File: config.mk
export PLATFORM = sky130hd
export DESIGN_NAME = quad_stepper_step_gate_unit_flat
export DESIGN_NICKNAME = d
export VERILOG_FILES = /design/src/hdl/qsg_pkg.sv /design/src/hdl/qsg_stream_if.sv /design/src/hdl/quad_stepper_step_gate_unit.sv /design/src/hdl/qsg_cfg_regs.sv /design/src/hdl/qsg_motor_check.sv /design/src/flat_wrapper.sv
export SDC_FILE = /design/constraint.sdc
export NUM_CORES = 1
export LEC_CHECK = 0
export ABC_AREA = 1
export ABC_CLOCK_PERIOD_IN_PS = 13550
export BUFFER_PORTS_ARGS = -buffer_cell sky130_fd_sc_hd__buf_2
export CELL_PAD_IN_SITES_DETAIL_PLACEMENT = 1
export CELL_PAD_IN_SITES_GLOBAL_PLACEMENT = 2
export CORE_MARGIN = 2
export CORE_UTILIZATION = 38
export CTS_BUF_LIST = sky130_fd_sc_hd__clkbuf_2
export CTS_CLUSTER_DIAMETER = 50
export DETAILED_ROUTE_END_ITERATION = 7
export PLACE_DENSITY_LB_ADDON = 0.1
export SYNTH_ARGS = -nofsm -noshare
export SYNTH_HDL_FRONTEND = slang
export SYNTH_SLANG_ARGS = --single-unit
File: constraint.sdc
create_clock -name clk_i -period 13.55 [get_ports clk_i]
set_clock_uncertainty 0.2 [all_clocks]
set_input_delay 1.355 -clock clk_i [delete_from_list [all_inputs] [get_ports clk_i]]
set_output_delay 1.355 -clock clk_i [all_outputs]
set_load 0.05 [all_outputs]
File: src/hdl/qsg_pkg.sv
package qsg_pkg;

  localparam int unsigned NumMotors = 4;
  localparam int unsigned PosW      = 16;
  localparam int unsigned PulseW    = 8;
  localparam int unsigned DelayW    = 16;
  localparam int unsigned CfgW      = 64;
  localparam int unsigned CfgIdxW   = 3;

  localparam logic [CfgW-1:0] TravelMaxReset = 64'h2710_2710_2710_2710;

  typedef enum logic [2:0] {
    ST_OK         = 3'd0,
    ST_DISABLED   = 3'd1,
    ST_TRAVEL_MAX = 3'd2,
    ST_LIMIT_MIN  = 3'd3,
    ST_TRAVEL_MIN = 3'd4,
    ST_RANGE      = 3'd5
  } status_e;

  typedef enum logic [1:0] {
    REQ_SINGLE = 2'd0,
    REQ_MULTI  = 2'd1,
    REQ_LOAD   = 2'd2
  } req_kind_e;

  typedef enum logic [CfgIdxW-1:0] {
    CFG_TRAVEL_MIN  = 3'd0,
    CFG_TRAVEL_MAX  = 3'd1,
    CFG_PULSE_DELAY = 3'd2,
    CFG_ENABLE      = 3'd3,
    CFG_INVERT      = 3'd4
  } cfg_idx_e;

  typedef struct packed {
    logic [1:0]               req_type;
    logic signed [PulseW-1:0] pulse_m0;
    logic signed [PulseW-1:0] pulse_m1;
    logic signed [PulseW-1:0] pulse_m2;
    logic signed [PulseW-1:0] pulse_m3;
    logic [3:0]               limit_switch_raw;
    logic signed [PosW-1:0]   load_pos_m0;
    logic signed [PosW-1:0]   load_pos_m1;
    logic signed [PosW-1:0]   load_pos_m2;
    logic signed [PosW-1:0]   load_pos_m3;
  } req_t;

  typedef struct packed {
    logic [2:0]             status_code;
    logic [3:0]             step_mask;
    logic [3:0]             direction_bits;
    logic [DelayW-1:0]      delay_us;
    logic signed [PosW-1:0] position_m0;
    logic signed [PosW-1:0] position_m1;
    logic signed [PosW-1:0] position_m2;
    logic signed [PosW-1:0] position_m3;
  } rsp_t;

  typedef struct packed {
    logic [NumMotors-1:0][PosW-1:0]   travel_min;
    logic [NumMotors-1:0][PosW-1:0]   travel_max;
    logic [NumMotors-1:0][DelayW-1:0] pulse_delay;
    logic [NumMotors-1:0]             enable;
    logic                             invert;
  } cfg_t;

  typedef struct packed {
    logic                   fail;
    status_e                code;
    logic                   set_dir;
    logic                   dir;
    logic                   stepped;
    logic signed [PosW-1:0] new_pos;
  } chk_t;

endpackage

File: src/hdl/qsg_stream_if.sv
interface qsg_stream_if #(
  parameter type T = logic
);
  logic valid;
  logic ready;
  T     data;

  modport source (output valid, output data, input ready);
  modport sink (input valid, input data, output ready);
endinterface

File: src/hdl/quad_stepper_step_gate_unit.sv
// Step gate for four stepper motors.
// Requests arrive on req_i (valid/ready) and each gives exactly one result on
// rsp_o (valid/ready). Configuration registers are written through cfg_we_i,
// cfg_idx_i and cfg_wdata_i, one register per cycle, and only while no item is
// in flight, a rule on the user that the block itself does not enforce;
// indexes beyond the register list are ignored. An accepted item is held in
// the input register, where all four motors are checked side by side against
// the stored positions, and its result is loaded into the output register,
// which drives rsp_o.valid, once that register is free. Positions and direction
// bits are updated at that same edge, so the following item already sees them.
// Throughput is one item per cycle while rsp_o is not stalled; once both
// registers hold an item, req_i.ready follows rsp_o.ready, so a stalled rsp_o
// holds the result and fills the input register before req_i.ready drops.
// Reset clears positions, directions and both pipeline valid flags, and loads
// the travel maxima with 10000 for every motor; other registers reset to zero.
module quad_stepper_step_gate_unit (
  input  logic                         clk_i,
  input  logic                         rst_ni,
  input  logic                         cfg_we_i,
  input  logic [qsg_pkg::CfgIdxW-1:0]  cfg_idx_i,
  input  logic [qsg_pkg::CfgW-1:0]     cfg_wdata_i,
  qsg_stream_if.sink                   req_i,
  qsg_stream_if.source                 rsp_o
);
  import qsg_pkg::*;

  cfg_t cfg;

  logic  s1_valid_q;
  req_t  s1_q;
  logic  rsp_valid_q;
  rsp_t  rsp_q;
  rsp_t  rsp_d;
  logic  out_free;
  logic  adv;

  logic [NumMotors-1:0][PosW-1:0] pos_q, pos_d;
  logic [NumMotors-1:0]           dir_q, dir_d;

  logic [NumMotors-1:0][PulseW-1:0] pulse;
  logic [NumMotors-1:0][PosW-1:0]   load_pos;
  logic [NumMotors-1:0]             at_min;
  chk_t [NumMotors-1:0]             chk;
  logic [NumMotors-1:0]             ok_before;
  logic                             all_ok;
  logic [NumMotors-1:0]             mask;
  logic [DelayW-1:0]                delay;
  status_e                          status;

  qsg_cfg_regs u_cfg (
    .clk_i   (clk_i),
    .rst_ni  (rst_ni),
    .we_i    (cfg_we_i),
    .idx_i   (cfg_idx_i),
    .wdata_i (cfg_wdata_i),
    .cfg_o   (cfg)
  );

  assign out_free    = !rsp_valid_q || rsp_o.ready;
  assign adv         = s1_valid_q && out_free;
  assign req_i.ready = !s1_valid_q || out_free;

  always_ff @(posedge clk_i or negedge rst_ni) begin
    if (!rst_ni) begin
      s1_valid_q  <= 1'b0;
      rsp_valid_q <= 1'b0;
      pos_q       <= '0;
      dir_q       <= '0;
    end else begin
      if (req_i.ready) begin
        s1_valid_q <= req_i.valid;
      end
      if (out_free) begin
        rsp_valid_q <= adv;
      end
      pos_q <= pos_d;
      dir_q <= dir_d;
    end
  end

  always_ff @(posedge clk_i) begin
    if (req_i.valid && req_i.ready) begin
      s1_q <= req_i.data;
    end
    if (adv) begin
      rsp_q <= rsp_d;
    end
  end

  assign pulse    = {s1_q.pulse_m3, s1_q.pulse_m2, s1_q.pulse_m1, s1_q.pulse_m0};
  assign load_pos = {s1_q.load_pos_m3, s1_q.load_pos_m2, s1_q.load_pos_m1,
                     s1_q.load_pos_m0};
  assign at_min   = s1_q.limit_switch_raw ^ {NumMotors{cfg.invert}};

  for (genvar g = 0; g < NumMotors; g++) begin : g_motor
    qsg_motor_check u_chk (
      .kind_i     (s1_q.req_type),
      .pulse_i    ($signed(pulse[g])),
      .enable_i   (cfg.enable[g]),
      .at_min_i   (at_min[g]),
      .pos_i      ($signed(pos_q[g])),
      .min_i      ($signed(cfg.travel_min[g])),
      .max_i      ($signed(cfg.travel_max[g])),
      .load_pos_i ($signed(load_pos[g])),
      .chk_o      (chk[g])
    );
  end

  // first failing motor sets the status; ok_before is cleared for every motor after it
  always_comb begin
    logic run_ok;
    run_ok = 1'b1;
    status = ST_OK;
    for (int i = 0; i < NumMotors; i++) begin
      ok_before[i] = run_ok;
      if (run_ok && chk[i].fail) begin
        status = chk[i].code;
      end
      run_ok = run_ok & ~chk[i].fail;
    end
    all_ok = run_ok;
  end

  always_comb begin
    pos_d = pos_q;
    dir_d = dir_q;
    mask  = '0;
    rsp_d = '0;
    rsp_d.status_code = status;
    case (req_kind_e'(s1_q.req_type))
      REQ_SINGLE: begin
        for (int i = 0; i < NumMotors; i++) begin
          if (ok_before[i] && chk[i].set_dir) begin
            dir_d[i] = chk[i].dir;
          end
          if (all_ok) begin
            pos_d[i] = chk[i].new_pos;
            mask[i]  = chk[i].stepped;
          end
        end
      end
      REQ_MULTI: begin
        // a failing motor reports its old position, so it may be written too
        for (int i = 0; i < NumMotors; i++) begin
          if (ok_before[i]) begin
            pos_d[i] = chk[i].new_pos;
            if (chk[i].set_dir) begin
              dir_d[i] = chk[i].dir;
            end
          end
        end
      end
      REQ_LOAD: begin
        for (int i = 0; i < NumMotors; i++) begin
          pos_d[i] = chk[i].new_pos;
        end
        rsp_d.status_code = ST_OK;
      end
      default: rsp_d.status_code = ST_RANGE;
    endcase
    if (!adv) begin
      pos_d = pos_q;
      dir_d = dir_q;
    end

    delay = '0;
    for (int i = 0; i < NumMotors; i++) begin
      if (mask[i] && (cfg.pulse_delay[i] > delay)) begin
        delay = cfg.pulse_delay[i];
      end
    end

    rsp_d.step_mask      = mask;
    rsp_d.direction_bits = dir_d;
    rsp_d.delay_us       = delay;
    rsp_d.position_m0    = $signed(pos_d[0]);
    rsp_d.position_m1    = $signed(pos_d[1]);
    rsp_d.position_m2    = $signed(pos_d[2]);
    rsp_d.position_m3    = $signed(pos_d[3]);
  end

  assign rsp_o.valid = rsp_valid_q;
  assign rsp_o.data  = rsp_q;

  a_mask_only_ok: assert property (@(posedge clk_i) disable iff (!rst_ni)
    rsp_valid_q && (rsp_q.step_mask != '0) |-> rsp_q.status_code == ST_OK)
    else $error("step pulses reported with a failing status");

  a_delay_needs_step: assert property (@(posedge clk_i) disable iff (!rst_ni)
    rsp_valid_q && (rsp_q.delay_us != '0) |-> rsp_q.step_mask != '0)
    else $error("pulse delay reported without any step");

  a_state_hold: assert property (@(posedge clk_i) disable iff (!rst_ni)
    !adv |=> $stable(pos_q) && $stable(dir_q))
    else $error("motor state changed without an item");

  a_rsp_matches_state: assert property (@(posedge clk_i) disable iff (!rst_ni)
    rsp_valid_q |-> (rsp_q.position_m0 == pos_q[0]) && (rsp_q.direction_bits == dir_q))
    else $error("pending result disagrees with stored motor state");

endmodule

File: src/hdl/qsg_cfg_regs.sv
module qsg_cfg_regs (
  input  logic                         clk_i,
  input  logic                         rst_ni,
  input  logic                         we_i,
  input  logic [qsg_pkg::CfgIdxW-1:0]  idx_i,
  input  logic [qsg_pkg::CfgW-1:0]     wdata_i,
  output qsg_pkg::cfg_t                cfg_o
);
  import qsg_pkg::*;

  cfg_t cfg_q;

  always_ff @(posedge clk_i or negedge rst_ni) begin
    if (!rst_ni) begin
      cfg_q.travel_min  <= '0;
      cfg_q.travel_max  <= TravelMaxReset;
      cfg_q.pulse_delay <= '0;
      cfg_q.enable      <= '0;
      cfg_q.invert      <= 1'b0;
    end else if (we_i) begin
      case (cfg_idx_e'(idx_i))
        CFG_TRAVEL_MIN:  cfg_q.travel_min  <= wdata_i;
        CFG_TRAVEL_MAX:  cfg_q.travel_max  <= wdata_i;
        CFG_PULSE_DELAY: cfg_q.pulse_delay <= wdata_i;
        CFG_ENABLE:      cfg_q.enable      <= wdata_i[NumMotors-1:0];
        CFG_INVERT:      cfg_q.invert      <= wdata_i[0];
        default: ;
      endcase
    end
  end

  assign cfg_o = cfg_q;

endmodule

File: src/hdl/qsg_motor_check.sv
module qsg_motor_check (
  input  logic [1:0]                         kind_i,
  input  logic signed [qsg_pkg::PulseW-1:0]  pulse_i,
  input  logic                               enable_i,
  input  logic                               at_min_i,
  input  logic signed [qsg_pkg::PosW-1:0]    pos_i,
  input  logic signed [qsg_pkg::PosW-1:0]    min_i,
  input  logic signed [qsg_pkg::PosW-1:0]    max_i,
  input  logic signed [qsg_pkg::PosW-1:0]    load_pos_i,
  output qsg_pkg::chk_t                      chk_o
);
  import qsg_pkg::*;

  logic signed [PosW:0] np;

  // one extra bit so a move past either end of the range compares correctly
  assign np = $signed({pos_i[PosW-1], pos_i})
              + $signed({{(PosW+1-PulseW){pulse_i[PulseW-1]}}, pulse_i});

  always_comb begin
    chk_o         = '0;
    chk_o.code    = ST_OK;
    chk_o.new_pos = pos_i;
    case (req_kind_e'(kind_i))
      REQ_SINGLE: begin
        if (pulse_i == PulseW'(1)) begin
          if (!enable_i) begin
            chk_o.fail = 1'b1;
            chk_o.code = ST_DISABLED;
          end else if (pos_i >= max_i) begin
            chk_o.fail = 1'b1;
            chk_o.code = ST_TRAVEL_MAX;
          end else begin
            chk_o.set_dir = 1'b1;
            chk_o.dir     = 1'b1;
            chk_o.stepped = 1'b1;
            chk_o.new_pos = pos_i + PosW'(1);
          end
        end else if (pulse_i == {PulseW{1'b1}}) begin
          if (!enable_i) begin
            chk_o.fail = 1'b1;
            chk_o.code = ST_DISABLED;
          end else if (at_min_i) begin
            chk_o.fail = 1'b1;
            chk_o.code = ST_LIMIT_MIN;
          end else if (pos_i <= min_i) begin
            chk_o.fail = 1'b1;
            chk_o.code = ST_TRAVEL_MIN;
          end else begin
            chk_o.set_dir = 1'b1;
            chk_o.dir     = 1'b0;
            chk_o.stepped = 1'b1;
            chk_o.new_pos = pos_i - PosW'(1);
          end
        end else if (pulse_i != '0) begin
          chk_o.fail = 1'b1;
          chk_o.code = ST_RANGE;
        end
      end
      REQ_MULTI: begin
        if (pulse_i > $signed(PulseW'(0))) begin
          if (!enable_i) begin
            chk_o.fail = 1'b1;
            chk_o.code = ST_DISABLED;
          end else if (np > max_i) begin
            chk_o.fail = 1'b1;
            chk_o.code = ST_TRAVEL_MAX;
          end else begin
            chk_o.set_dir = 1'b1;
            chk_o.dir     = 1'b1;
            chk_o.new_pos = $signed(np[PosW-1:0]);
          end
        end else if (pulse_i < $signed(PulseW'(0))) begin
          if (!enable_i) begin
            chk_o.fail = 1'b1;
            chk_o.code = ST_DISABLED;
          end else if (at_min_i) begin
            chk_o.fail = 1'b1;
            chk_o.code = ST_LIMIT_MIN;
          end else if (np < min_i) begin
            chk_o.fail = 1'b1;
            chk_o.code = ST_TRAVEL_MIN;
          end else begin
            chk_o.set_dir = 1'b1;
            chk_o.dir     = 1'b0;
            chk_o.new_pos = $signed(np[PosW-1:0]);
          end
        end
      end
      REQ_LOAD: chk_o.new_pos = load_pos_i;
      default: ;
    endcase
  end

endmodule

File: src/flat_wrapper.sv
// flat-port wrapper written by rule: the top's interface ports become plain ports
module quad_stepper_step_gate_unit_flat import qsg_pkg::*;
  (clk_i, rst_ni, cfg_we_i, cfg_idx_i, cfg_wdata_i, req_i_valid, req_i_data, req_i_ready, rsp_o_valid, rsp_o_data, rsp_o_ready);
  qsg_stream_if #(.T(req_t)) req_i_i ();
  qsg_stream_if #(.T(rsp_t)) rsp_o_i ();
  input  logic clk_i;
  input  logic rst_ni;
  input  logic cfg_we_i;
  input  logic [qsg_pkg::CfgIdxW-1:0] cfg_idx_i;
  input  logic [qsg_pkg::CfgW-1:0] cfg_wdata_i;
  input wire logic [$bits(req_i_i.valid)-1:0] req_i_valid;
  input wire logic [$bits(req_i_i.data)-1:0] req_i_data;
  output wire logic [$bits(req_i_i.ready)-1:0] req_i_ready;
  output wire logic [$bits(rsp_o_i.valid)-1:0] rsp_o_valid;
  output wire logic [$bits(rsp_o_i.data)-1:0] rsp_o_data;
  input wire logic [$bits(rsp_o_i.ready)-1:0] rsp_o_ready;
  assign req_i_i.valid = req_i_valid;
  assign req_i_i.data = req_i_data;
  assign req_i_ready = req_i_i.ready;
  assign rsp_o_valid = rsp_o_i.valid;
  assign rsp_o_data = rsp_o_i.data;
  assign rsp_o_i.ready = rsp_o_ready;
  quad_stepper_step_gate_unit u_core (.clk_i(clk_i), .rst_ni(rst_ni), .cfg_we_i(cfg_we_i), .cfg_idx_i(cfg_idx_i), .cfg_wdata_i(cfg_wdata_i), .req_i(req_i_i), .rsp_o(rsp_o_i));
endmodule
==> run summary <==
The run finished with clean final reports. The run gives 1.46 ns as the source-to-sink clock delay at the later pin of the worst-skew pair. The number of flops mapped to enable cells by yosys was 193; the number of rows in the core area was 107.

Once detail routing completed, the nets flagged for antenna violations numbered 0. Synthesis produced a netlist whose cell count is 4114. Number of global-route vias before repair: 32700. For the global router's overall resource usage, the log shows 29.5%.

The die is 298 microns tall. The run gives 3300 uW as the total net switching power. Counting flops with an async set or reset pin after synthesis yields a share of 58.0%. Proportion of synthesized chip area in sequential cells: 38.0%. The post-route clock period utilization works out to 91.0%.

For this run, the detailed router's first-pass iteration total came to 5. The most used flip-flop cell after synthesis is sky130_fd_sc_hd__dfrtp_1. The logs give 4675 for the net count of the mapped netlist and 0.916 for the routability congestion estimate from global placement.

Combinational share of power: 50.8%. For this design the ratio of total power to cell area is 173 nW/um^2. The tools report the static leakage as 0.0187 uW.

The achievable frequency is 81.1 MHz, and the minimum period implied by the final worst setup slack is 12.34 ns. The critical path data arrival time was 13.24 ns; the width of the chip was 298 microns. The portion of total power attributed to the clock network was 17.9%.

The number of cell instances on the worst register-to-register path came out at 66. Setup repair after global routing left no endpoint under its margin. The run gives 0 as the number of maximum-capacitance constraint violations.

In the final layout, the share of cells above drive strength 1 is 13.5%. The Yosys step of the flow raised 0 warnings. The library cell used most frequently in the layout, excluding fill and tap cells, is sky130_fd_sc_hd__nand2_1. Each instance of the synthesized netlist takes up on average 7.99 sq um. The tools report the maximum number of buffers from clock root to sink as 3.

Type of the worst setup path: register to register. The biggest fanout along the worst timing path was 31. Area growth from synthesis to layout: 16.6%. The run gives 129 as the maximum number of pins on one net before global-route repair.

In this run, distinct cell masters in the synthesized netlist total 66. In this run the critical register-to-register path is captured at u_core.rsp_o.data[70]. For the max-slew violation count, the log shows 0.

The total routed wirelength was 132000 microns; the number of DRC violations after detailed routing was 0. After detailed routing, the average wire length per cell comes to 22.5 microns. The H-tree was split into 4 levels. The final route contains 31900 vias.

Across all register-to-register paths, the minimum setup slack is 1.21 ns. Total standard cell area after synthesis: 32900 sq um. Pin placement for this block handled 267 I/O pins. Cell internal power was estimated by the tool at 3340 uW. For hold timing, the worst endpoint is u_core.u_cfg.cfg_o[27]. At the pin with the least slew margin, the transition time is 1.16 ns.

The logs give 5145 for the number of nets in the layout and 22.7% for the relative max-transition margin. In the layout the commonest cells are sky130_fd_sc_hd__nand2_1 (811), sky130_fd_sc_hd__inv_1 (609), sky130_fd_sc_hd__o21ai_0 (449). The setup-violating endpoint count in the final report is 0, and the placement-stage cell area is 35500 sq um. The number of I/O port buffers is 266, and the number of clock sinks is 460.

TritonCTS built the clock tree. The initial utilization of the core area, before any placement, comes to 38.5%. The worst hold path begins at cfg_wdata_i[22]. The tools report the data required time of the critical path as 14.45 ns. The peak per-stage delay on the critical path was 0.56 ns; the instance count along the most critical hold path was 3. Registers are responsible for 31.3% of the overall power. The synthesis-stage register bit count is 460.

Total clock buffers created by CTS: 141. The clock-pin slew reported for the worst setup and hold paths after clock tree synthesis was 0.10 ns. The maximum ir drop on the vdd rail is 0.0000903 V, and the global-route wire length before repair is 199000 microns. The first routing iteration left 1973 violations.

After global routing the overflow that remains totals 0. The placeable core region is 85400 sq um. The number of antenna violations at the first check in global routing was 10; the hold violation count in the final report was 0. The per-cell via count in the routed design was 5.44. The tree is rooted in a sky130_fd_sc_hd__clkbuf_2. After legalization and detailed placement, the total HPWL measured 101000 microns. The worst setup path is launched from a register.

The class of the tightest hold or removal check is input pin to register. The final sum of negative setup slack came out at 0 ns. The area of the die was 88900 sq um. The cell occurring most often along the worst timing path is sky130_fd_sc_hd__nand2_1. The kind of end point of the critical path was a register. The share of total power consumed by net switching is 49.7%. The final instance area came out at 38300 sq um.

The worst register-to-register path begins at u_core.pos_q[33]. Cell with the largest stage delay on the worst path: sky130_fd_sc_hd__dfrtp_1.
## critical path, delay by kind of cell (launching register included)
family	cells	cell delay, ns
buffers and inverters	10	1.07
AOI/OAI and AO/OA	16	3.23
adders and majority gates	5	1.69
xor gates and xnor gates	1	0.13
and+or+nand+nor	34	5.13
DFF	1	0.56
## timing repair
item,CTS,global route
resized for setup,0,1
setup buffers,0,0
hold buffers,144,0
endpoints found under the hold margin,287,0
setup endpoints to repair,0,16
## cells in the mapped netlist (all sizes together), types with 11 or more instances
library cell  number  share of area (%)
o221ai            15               0.40
ha               383                 15
edfxtp           193                 18
nor3              46               0.75
a22oi             16               0.37
clkbuf            99                1.1
or2               21               0.40
xor2              53                1.4
a211oi            11               0.25
o22ai             21               0.40
nand2            831                9.7
o31ai             15               0.34
nand3            215                3.5
o32ai             12               0.32
dfstp             20                1.6
nand4             73                1.6
a21o              11               0.25
o21bai            17               0.39
o21ai            449                6.8
a31oi             12               0.23
a32o              12               0.37
nor2             243                2.9
nor4              31               0.70
xnor2             13               0.35
inv              612                7.0
dfrtp            247                 19
a21oi            341                5.2
o211ai            17               0.39
## area by class of cell
type	instances	area (sq um)
repair buffers	435	2980
clock buffers	211	1060
multi-input cells	2931	17700
fillers	10600	47100
inverters	615	2310
diodes	10	25.0
well taps	1144	1430
clock inverters	50	322
flip-flops and latches	460	12500
## how the worst max path moves through the flow
stage	startpoint	to	slack (ns)	depth (start not counted)
6_report	u_core.pos_q[33]	u_core.rsp_o.data[70]	1.21	66
5_1_grt	u_core.pos_q[17]	u_core.rsp_o.data[72]	0.01	66
4_1_cts	u_core.pos_q[33]	u_core.rsp_o.data[70]	0.92	66
3_5_place_dp	u_core.pos_q[33]	u_core.rsp_o.data[65]	1.05	66
3_3_place_gp	u_core.pos_q[33]	u_core.rsp_o.data[77]	1.33	66
2_1_floorplan	u_core.pulse[8]	u_core.rsp_o.data[65]	3.38	72
## power by group through the flow
stage	clock [uW]	combinational (uW)	sequential (uW)
final	1190	3380	2080
after global routing	1300	3850	2110
after CTS	1230	3380	2070
after detailed placement	0	3320	2100
after global placement	0	3260	2100
after floorplan	0	2150	2130
## routing by layer
metal / global-route usage (%) / wire length (microns) / vias up
li1: - / - / 15100
met1: 40.0 / 60600 / 15700
met2: 48.7 / 61600 / 883
met3: 3.77 / 6450 / 197
met4: 9.39 / 3190 / 0
met5: 0 / 0 / -
## cell families (layout without fill, tap and decap cells)
kind of cell	after synthesis	in the layout	synth area share [%]
DFF	460	460	38.0
AOI/OAI and AO/OA	1002	1002	17.2
muxes	2	2	0.0685
xor gates and xnor gates	66	66	1.76
other	0	10	0
buffers and inverters	724	1311	8.33
adders and majority gates	387	387	14.8
and+or+nand+nor	1473	1474	19.8
## stage by stage
stage	hold WS (ns)	power [uW]	instances	util [%]	worst slack (ns)
after CTS	0.00169	6680	5845	44.8	0.921
after detailed placement	0.273	5420	5440	41.5	1.05
after floorplan	0.253	4270	4114	-	3.38
final	0.194	6650	5856	44.9	1.21
after global routing	0.104	7250	5853	44.9	0.0117
after global placement	0.265	5360	5440	41.5	1.33
## sequential cells by signal, indices dropped and copies added (netlist names)
register	cells
u_core.dir_q	4
u_core.load_pos	64
u_core.pos_q	64
u_core.pulse	32
u_core.rsp_o.data	91
u_core.rsp_o.valid	1
u_core.s1_q	6
u_core.s1_valid_q	1
u_core.u_cfg.cfg_o	197
Note: power is estimated with default switching activity, not from simulation.
